===== config.mk =====
export PLATFORM = sky130hd
export DESIGN_NAME = signed_int_to_radix_text
export DESIGN_NICKNAME = d
export VERILOG_FILES = /design/src/rtl/core/sirt_pkg.sv /design/src/rtl/core/sirt_front.sv /design/src/rtl/core/sirt_queue.sv /design/src/rtl/core/sirt_back.sv /design/src/rtl/core/signed_int_to_radix_text.sv
export SDC_FILE = /design/constraint.sdc
export NUM_CORES = 2
export LEC_CHECK = 0
export BUFFER_PORTS_ARGS = -buffer_cell sky130_fd_sc_hd__buf_2
export CORE_AREA = 4 4 447 449
export DETAILED_ROUTE_END_ITERATION = 8
export DIE_AREA = 0 0 451 453
export GPL_TIMING_DRIVEN = 1
export SYNTH_ARGS = -nofsm -noshare
export SYNTH_HDL_FRONTEND = slang
export SYNTH_SLANG_ARGS = --single-unit

===== constraint.sdc =====
create_clock -name i_clk -period 14.2 [get_ports i_clk]
set_input_delay 0.71 -clock i_clk [delete_from_list [all_inputs] [get_ports i_clk]]
set_output_delay 0.71 -clock i_clk [all_outputs]
set_load 0.01 [all_outputs]

===== src/rtl/core/sirt_pkg.sv =====
`timescale 1ns / 1ps
`default_nettype none
// ----------------------------------------------------------------------------
// sirt_pkg
// shared constants, types and the reciprocal table of the radix text block
// ----------------------------------------------------------------------------
package sirt_pkg;

    localparam int MAX_SYMBOLS = 16;
    localparam int VALUE_BITS  = 32;

    localparam int RADIX_W = 5;
    localparam int SYM_W   = (MAX_SYMBOLS > 1) ? $clog2(MAX_SYMBOLS) : 1;
    localparam int DIG_W   = $clog2(VALUE_BITS);
    localparam int CNT_W   = $clog2(VALUE_BITS + 1);
    localparam int RECIP_W = 32;
    localparam int CFG_W   = 64;
    localparam int IDX_W   = 2;

    localparam logic [7:0] CH_PLUS  = 8'h2B;
    localparam logic [7:0] CH_MINUS = 8'h2D;

    localparam logic [IDX_W-1:0] REG_RADIX_SIZE   = 2'd0;
    localparam logic [IDX_W-1:0] REG_SYMBOLS_LOW  = 2'd1;
    localparam logic [IDX_W-1:0] REG_SYMBOLS_HIGH = 2'd2;

    typedef logic [7:0] t_byte;
    typedef t_byte [MAX_SYMBOLS-1:0] t_alphabet;

    typedef struct packed {
        logic [RADIX_W-1:0] radix;
        t_alphabet          symbols;
    } t_cfg;

    typedef struct packed {
        logic                  neg;
        logic [VALUE_BITS-1:0] mag;
    } t_job;

    // floor(2^32 / n), exact quotient is this estimate or one more
    function automatic logic [RECIP_W-1:0] recip(input logic [RADIX_W-1:0] n);
        logic [RECIP_W-1:0] r;
        unique case (n)
            5'd2:    r = 32'h8000_0000;
            5'd3:    r = 32'h5555_5555;
            5'd4:    r = 32'h4000_0000;
            5'd5:    r = 32'h3333_3333;
            5'd6:    r = 32'h2AAA_AAAA;
            5'd7:    r = 32'h2492_4924;
            5'd8:    r = 32'h2000_0000;
            5'd9:    r = 32'h1C71_C71C;
            5'd10:   r = 32'h1999_9999;
            5'd11:   r = 32'h1745_D174;
            5'd12:   r = 32'h1555_5555;
            5'd13:   r = 32'h13B1_3B13;
            5'd14:   r = 32'h1249_2492;
            5'd15:   r = 32'h1111_1111;
            5'd16:   r = 32'h1000_0000;
            default: r = '0;
        endcase
        return r;
    endfunction

endpackage
`default_nettype wire


===== src/rtl/core/sirt_front.sv =====
`timescale 1ns / 1ps
`default_nettype none
// ----------------------------------------------------------------------------
// sirt_front
// accepts values, checks the alphabet and hands sign and magnitude to the queue
// ----------------------------------------------------------------------------
module sirt_front (
    input  wire logic                 i_tvalid,
    output logic                      o_tready,
    input  wire logic [31:0]          i_tdata,
    input  wire sirt_pkg::t_cfg       i_cfg,
    input  wire logic                 i_full,
    output logic                      o_push,
    output sirt_pkg::t_job            o_job
);
    import sirt_pkg::*;

    logic                  w_ok;
    logic [VALUE_BITS-1:0] w_val;

    always_comb begin
        w_ok = (i_cfg.radix >= 5'd2) && (i_cfg.radix <= RADIX_W'(MAX_SYMBOLS));
        for (int i = 0; i < MAX_SYMBOLS; i++) begin
            if (RADIX_W'(i) < i_cfg.radix) begin
                if (i_cfg.symbols[i] == CH_PLUS || i_cfg.symbols[i] == CH_MINUS) begin
                    w_ok = 1'b0;
                end
                for (int j = i + 1; j < MAX_SYMBOLS; j++) begin
                    if (RADIX_W'(j) < i_cfg.radix && i_cfg.symbols[i] == i_cfg.symbols[j]) begin
                        w_ok = 1'b0;
                    end
                end
            end
        end
    end

    assign w_val     = i_tdata[VALUE_BITS-1:0];
    assign o_tready  = !i_full;
    assign o_push    = i_tvalid && !i_full && w_ok;
    assign o_job.neg = w_val[VALUE_BITS-1];
    assign o_job.mag = w_val[VALUE_BITS-1] ? (~w_val + 1'b1) : w_val;

endmodule
`default_nettype wire


===== src/rtl/core/sirt_queue.sv =====
`timescale 1ns / 1ps
`default_nettype none
// ----------------------------------------------------------------------------
// sirt_queue
// two-entry queue of requests between the front and back parts
// ----------------------------------------------------------------------------
module sirt_queue (
    input  wire logic           i_clk,
    input  wire logic           i_rst_n,
    input  wire logic           i_push,
    input  wire sirt_pkg::t_job i_job,
    output logic                o_full,
    output logic                o_valid,
    input  wire logic           i_pop,
    output sirt_pkg::t_job      o_job
);
    import sirt_pkg::*;

    t_job       r_ent [2];
    logic       r_wr;
    logic       r_rd;
    logic [1:0] r_cnt;
    logic       w_push;
    logic       w_pop;

    assign o_full  = (r_cnt == 2'd2);
    assign o_valid = (r_cnt != 2'd0);
    assign o_job   = r_ent[r_rd];
    assign w_push  = i_push && !o_full;
    assign w_pop   = i_pop && o_valid;

    always_ff @(posedge i_clk) begin
        if (!i_rst_n) begin
            r_wr  <= 1'b0;
            r_rd  <= 1'b0;
            r_cnt <= 2'd0;
        end else begin
            if (w_push) begin
                r_wr <= !r_wr;
            end
            if (w_pop) begin
                r_rd <= !r_rd;
            end
            r_cnt <= r_cnt + {1'b0, w_push} - {1'b0, w_pop};
        end
    end

    always_ff @(posedge i_clk) begin
        if (w_push) begin
            r_ent[r_wr] <= i_job;
        end
    end

endmodule
`default_nettype wire


===== src/rtl/core/sirt_back.sv =====
`timescale 1ns / 1ps
`default_nettype none
// ----------------------------------------------------------------------------
// sirt_back
// reciprocal divider producing digits, then byte emitter with output register
// ----------------------------------------------------------------------------
module sirt_back (
    input  wire logic           i_clk,
    input  wire logic           i_rst_n,
    input  wire sirt_pkg::t_cfg i_cfg,
    input  wire logic           i_job_valid,
    input  wire sirt_pkg::t_job i_job,
    output logic                o_pop,
    output logic                o_tvalid,
    input  wire logic           i_tready,
    output logic [7:0]          o_tdata,
    output logic                o_tlast
);
    import sirt_pkg::*;

    typedef enum logic [2:0] {
        S_IDLE,
        S_MUL,
        S_DIV,
        S_SIGN,
        S_DIGIT
    } t_state;

    t_state                        r_state;
    logic                          r_neg;
    logic [VALUE_BITS-1:0]         r_mag;
    logic [VALUE_BITS-1:0]         r_qest;
    logic [CNT_W-1:0]              r_nd;
    logic [SYM_W-1:0]              r_dig [VALUE_BITS];
    logic                          r_tvalid;
    logic [7:0]                    r_tdata;
    logic                          r_tlast;

    logic [VALUE_BITS+RECIP_W-1:0] w_prod;
    logic [VALUE_BITS+RADIX_W-1:0] w_qn;
    logic [VALUE_BITS-1:0]         w_rem;
    logic [VALUE_BITS-1:0]         w_n;
    logic [VALUE_BITS-1:0]         w_q;
    logic [VALUE_BITS-1:0]         w_d;
    logic [CNT_W-1:0]              w_rd;
    logic                          w_out_free;
    logic                          w_emit;

    assign w_prod     = {{RECIP_W{1'b0}}, r_mag} * {{VALUE_BITS{1'b0}}, recip(i_cfg.radix)};
    assign w_qn       = {{RADIX_W{1'b0}}, r_qest} * {{VALUE_BITS{1'b0}}, i_cfg.radix};
    assign w_n        = {{(VALUE_BITS-RADIX_W){1'b0}}, i_cfg.radix};
    assign w_rem      = r_mag - w_qn[VALUE_BITS-1:0];
    assign w_q        = (w_rem >= w_n) ? r_qest + 1'b1 : r_qest;
    assign w_d        = (w_rem >= w_n) ? w_rem - w_n : w_rem;
    assign w_rd       = r_nd - 1'b1;
    assign w_out_free = !r_tvalid || i_tready;
    assign w_emit     = ((r_state == S_SIGN) || (r_state == S_DIGIT)) && w_out_free;

    assign o_pop    = (r_state == S_IDLE) && i_job_valid;
    assign o_tvalid = r_tvalid;
    assign o_tdata  = r_tdata;
    assign o_tlast  = r_tlast;

    always_ff @(posedge i_clk) begin
        if (!i_rst_n) begin
            r_state  <= S_IDLE;
            r_tvalid <= 1'b0;
        end else begin
            if (w_emit) begin
                r_tvalid <= 1'b1;
            end else if (i_tready) begin
                r_tvalid <= 1'b0;
            end
            unique case (r_state)
                S_IDLE: begin
                    if (i_job_valid) begin
                        r_neg   <= i_job.neg;
                        r_mag   <= i_job.mag;
                        r_nd    <= '0;
                        r_state <= S_MUL;
                    end
                end
                S_MUL: begin
                    r_qest  <= w_prod[VALUE_BITS+RECIP_W-1:RECIP_W];
                    r_state <= S_DIV;
                end
                S_DIV: begin
                    r_dig[r_nd[DIG_W-1:0]] <= w_d[SYM_W-1:0];
                    r_nd  <= r_nd + 1'b1;
                    r_mag <= w_q;
                    if (w_q == '0) begin
                        r_state <= r_neg ? S_SIGN : S_DIGIT;
                    end else begin
                        r_state <= S_MUL;
                    end
                end
                S_SIGN: begin
                    if (w_out_free) begin
                        r_tdata  <= CH_MINUS;
                        r_tlast  <= 1'b0;
                        r_state  <= S_DIGIT;
                    end
                end
                S_DIGIT: begin
                    if (w_out_free) begin
                        r_tdata  <= i_cfg.symbols[r_dig[w_rd[DIG_W-1:0]]];
                        r_tlast  <= (r_nd == CNT_W'(1));
                        r_nd     <= w_rd;
                        if (r_nd == CNT_W'(1)) begin
                            r_state <= S_IDLE;
                        end
                    end
                end
                default: begin
                    r_state <= S_IDLE;
                end
            endcase
        end
    end

endmodule
`default_nettype wire


===== src/rtl/core/signed_int_to_radix_text.sv =====
`timescale 1ns / 1ps
`default_nettype none
// ----------------------------------------------------------------------------
// signed_int_to_radix_text
// signed integer to text in a configured radix and alphabet
// ----------------------------------------------------------------------------
// the reciprocal divider takes a multiply and a divide state per digit, then
// the output register sends one byte per cycle while the receiver is ready,
// a minus sign first for negative values; the next value is taken only
// after the last byte of the one before has been emitted
// two values queue ahead of the divider; invalid alphabets drop the value
// reset clears the configuration registers to zero, the queue and output valid
// ----------------------------------------------------------------------------
module signed_int_to_radix_text (
    input  wire logic                          i_clk,
    input  wire logic                          i_rst_n,
    input  wire logic                          i_cfg_valid,
    output logic                               o_cfg_ready,
    input  wire logic [sirt_pkg::IDX_W-1:0]    i_cfg_index,
    input  wire logic [sirt_pkg::CFG_W-1:0]    i_cfg_data,
    input  wire logic                          s_axis_tvalid,
    output logic                               s_axis_tready,
    input  wire logic [31:0]                   s_axis_tdata,  // value
    output logic                               m_axis_tvalid,
    input  wire logic                          m_axis_tready,
    output logic [7:0]                         m_axis_tdata,  // text_byte
    output logic                               m_axis_tlast
);
    import sirt_pkg::*;

    logic [RADIX_W-1:0] r_radix;
    logic [CFG_W-1:0]   r_sym_lo;
    logic [CFG_W-1:0]   r_sym_hi;
    t_cfg               w_cfg;
    logic               w_full;
    logic               w_push;
    t_job               w_in_job;
    logic               w_job_valid;
    logic               w_pop;
    t_job               w_out_job;

    assign o_cfg_ready = 1'b1;

    always_ff @(posedge i_clk) begin
        if (!i_rst_n) begin
            r_radix  <= '0;
            r_sym_lo <= '0;
            r_sym_hi <= '0;
        end else if (i_cfg_valid) begin
            unique case (i_cfg_index)
                REG_RADIX_SIZE:   r_radix  <= i_cfg_data[RADIX_W-1:0];
                REG_SYMBOLS_LOW:  r_sym_lo <= i_cfg_data;
                REG_SYMBOLS_HIGH: r_sym_hi <= i_cfg_data;
                default: begin
                end
            endcase
        end
    end

    always_comb begin
        w_cfg.radix = r_radix;
        for (int k = 0; k < MAX_SYMBOLS; k++) begin
            if (k < 8) begin
                w_cfg.symbols[k] = r_sym_lo[8*k +: 8];
            end else begin
                w_cfg.symbols[k] = r_sym_hi[8*(k-8) +: 8];
            end
        end
    end

    sirt_front u_front (
        .i_tvalid (s_axis_tvalid),
        .o_tready (s_axis_tready),
        .i_tdata  (s_axis_tdata),
        .i_cfg    (w_cfg),
        .i_full   (w_full),
        .o_push   (w_push),
        .o_job    (w_in_job)
    );

    sirt_queue u_queue (
        .i_clk   (i_clk),
        .i_rst_n (i_rst_n),
        .i_push  (w_push),
        .i_job   (w_in_job),
        .o_full  (w_full),
        .o_valid (w_job_valid),
        .i_pop   (w_pop),
        .o_job   (w_out_job)
    );

    sirt_back u_back (
        .i_clk       (i_clk),
        .i_rst_n     (i_rst_n),
        .i_cfg       (w_cfg),
        .i_job_valid (w_job_valid),
        .i_job       (w_out_job),
        .o_pop       (w_pop),
        .o_tvalid    (m_axis_tvalid),
        .i_tready    (m_axis_tready),
        .o_tdata     (m_axis_tdata),
        .o_tlast     (m_axis_tlast)
    );

endmodule
`default_nettype wire


==> summary.md <==
| Metric | Value |
|---|---|
| Post-CTS sizing | `0` |
| Share of cells above drive strength 1 | `0.06885` |
| Post-Syn Nets | `8843` |
| CTS Sinks | `438` |
| Clock tree root driver cell | `clkbuf_16` |
| Final Setup Violations | `0` |
| Slowest CP cell | `edfxtp_1` |
| Post-synth EDFFs | `274` |
| Crit end category | `flop` |
| Wire per inst | `24.19 µm` |
| Vias in the first global route | `56188` |
| Drt pass-1 iters | `5` |
| Ratio of final minimum period to clock period | `0.7040` |
| Setup Crit Path Kind | `reg -> reg` |
| Antenna violations before repair | `11` |
| Yosys reg bits | `438` |
| Max Buffers Root-to-Sink | `3` |
| PnR worst setup slack | `4203 ps` |
| Ports | `115` |
| Synthesized cell area | `0.06808 mm²` |
| Pin slew with the least headroom to its limit | `1445 ps` |
| FP Rows | `163` |
| CTS tree | `done` |
| Die Ht | `453 µm` |
| Worst-Skew Late Latency | `640 ps` |
| Die width | `451 µm` |
| Initial DRC Count | `5030` |
| Max_slew headroom | `0.02806` |
| Die Area | `0.2043 mm²` |
| Pin count of the biggest net entering global routing | `102` |
| Global-route wire length before repair | `361.8 mm` |
| Synth top area share | `0.2961` |
| DRC | `0` |
| GP Congestion | `0.9889` |
| Max VDD drop | `0.0001258 V` |
| Core ar. | `0.1962 mm²` |
| Synth Warn # | `0` |
| Outcome | `finished clean` |
| H-tree levels | `2` |
| Worst-path clk slew | `70 ps` |
| Final net count | `8651` |
| GRT Residual Overflow | `0` |
| Hold Path Class | `in -> reg` |
| DRT Wirelength | `239.6 mm` |
| Top FF cell, synth | `edfxtp_1` |
| Worst Skew | `49.00 ps` |
| Syn-to-layout area delta | `7.191%` |
| CP max stage delay | `780 ps` |
| Slew Viols, Final | `0` |
| Min Tclk post-route | `9997 ps` |
| Number of CTS-inserted buffers | `45` |
| Req. time, crit path | `14570 ps` |
| Fillcell total | `19835` |
| Fraction of registers with async set/reset | `0` |
| Post-CTS Setup Bufs | `0` |
| Synthesized area per cell | `9.174 µm²` |
| Hold Buf Count CTS | `0` |
| Pwr dens | `80.51 mW/mm²` |
| Most frequent cells in the layout | `1145 x inv_1, 1007 x fa_1, 940 x nand2_1, 730 x xnor2_1, 367 x xor2_1` |
| Leakage power | `31.99 nW` |
| Hold Fails Final Rpt | `0` |
| CP max FO | `14` |
| Port bufs | `113` |
| Crit start category | `flop` |
| Setup WS pre-CTS | `4331 ps` |
| RSZ-0062 raised after global routing | `false` |
| Hpwl dp | `170.3 mm` |
| Routed Antenna Nets | `0` |
| DR vias | `53634` |
| Area leader, netlist | `fa_1` |
| Most common cell after layout, fill and taps aside | `inv_1` |
| Max-cap violations | `0` |
| Setup TNS | `0 ps` |
| Via density | `5.415` |
| Cells after Synth | `7421` |
| CP arrival | `10360 ps` |
| Max Clock Freq | `0.1000 GHz` |
| Sequential-to-total area share from yosys stat | `0.1691` |
| Fin util | `0.3720` |
| Synth area leaders | `fa_1 30%, edfxtp_1 12%, xnor2_1 9.4%, inv_1 6.3%, ha_1 5.7%` |
| Starting density of the core | `0.3470` |
| Cell mode on critical path | `fa_1` |
| Yosys cell types | `93` |
| GR Util All Layers | `0.2322` |
## synth_stat cells (16+ instances only)
library cell,number
inv_1,1145
o211ai_1,21
edfxtp_1,274
fa_1,1007
ha_1,312
mux2_2,17
clkbuf_1,430
o21ai_0,118
a31oi_1,35
mux4_2,40
buf_1,121
and2_1,334
nor4_1,125
xor2_1,367
a21boi_0,134
a211oi_1,51
o31ai_1,16
a21o_1,34
nor3_1,84
a21oi_1,132
nor2_1,164
o21a_1,17
mux2i_1,69
xnor2_1,730
nor2b_1,38
dfxtp_1,164
and3_1,17
nand3_1,78
nand4_1,170
nand2_1,940
## layer usage
layer / wire (µm) / global-route usage / up-vias
met5: 27 / 0 / -
met4: 13910 / 0.1141 / 4
met3: 23120 / 0.04830 / 815
met2: 109400 / 0.3744 / 2914
met1: 93200 / 0.2968 / 26878
li1: - / - / 23023
## stage by stage
| stage | hold slack, ps | instance area, µm² | cells | power (mW) |
|---|---|---|---|---|
| floorplan | 483.8 | 68080 | 7421 | 3.621 |
| detailed placement | 459.6 | 71460 | 9822 | 4.606 |
| finish | 326.7 | 72980 | 9905 | 5.875 |
| global placement | 453.7 | 71460 | 9822 | 4.570 |
| CTS | 296.2 | 72970 | 9902 | 5.878 |
| global route | 323.7 | 72980 | 9904 | 6.219 |
## flip-flops by register name (all words and copies together), names as in the netlist, named ones only
register / count
u_back.r_mag: 32
u_back.r_dig: 128
u_queue.r_rd: 1
u_queue.r_ent: 66
r_sym_lo: 64
r_sym_hi: 64
u_back.r_qest: 32
u_back.o_tlast: 1
u_back.r_state: 3
u_back.r_neg: 1
u_back.o_tdata: 8
u_queue.r_wr: 1
u_back.o_tvalid: 1
u_queue.r_cnt: 2
u_back.r_nd: 6
r_radix: 5
## report_power, final
| part | internal, mW | switching, mW |
|---|---|---|
| Clock | 0.677 | 0.568 |
| Combinational | 1.05 | 1.93 |
| Sequential | 1.55 | 0.106 |
| Total | 3.28 | 2.60 |
## path summary, 6_finish.rpt
path	end	depth (start not counted)	slack, ps	startpoint
worst min-delay path	r_sym_hi[26]	3	330	i_cfg_data[26]
worst max-delay path	u_back.r_qest[31]	31	4200	u_back.r_mag[22]
worst max register to register	u_back.r_qest[31]	31	4200	u_back.r_mag[22]
worst min register to register	r_sym_lo[8]	2	460	r_sym_lo[8]
## final cells by class
cell class | count | area [µm²] | share of cell area
multi-input combinational | 5272 | 50170 | 0.6875
clock inverter | 30 | 342.8 | 0.004698
sequential | 438 | 11520 | 0.1578
timing repair buffer | 326 | 2167 | 0.02970
tap | 2640 | 3303 | 0.04526
clock buffer | 50 | 1165 | 0.01596
inverter | 1146 | 4302 | 0.05894
antenna | 3 | 7.507 | 0.0001029
## logic make-up after synthesis
group                    synth area share
AO/OA/AOI/OAI                     0.06829
other                          0.00005508
multiplexers                      0.02619
buffers and inverters             0.09489
adder cells (fa/ha/maj)            0.3534
AND/OR/NAND/NOR                    0.1469
flip-flops                         0.1691
XOR/XNOR                           0.1411
## worst max-delay path, delay by kind of cell, from the launching register on
kind	cells	cell delay (ps)
AOI/OAI and AO/OA	9	2370
xor gates and xnor gates	1	140
adders and majority gates	9	4320
buffers and inverters	7	650
DFF	1	780
and+or+nand+nor	5	1460
Note: power is estimated with default switching activity, not from simulation.
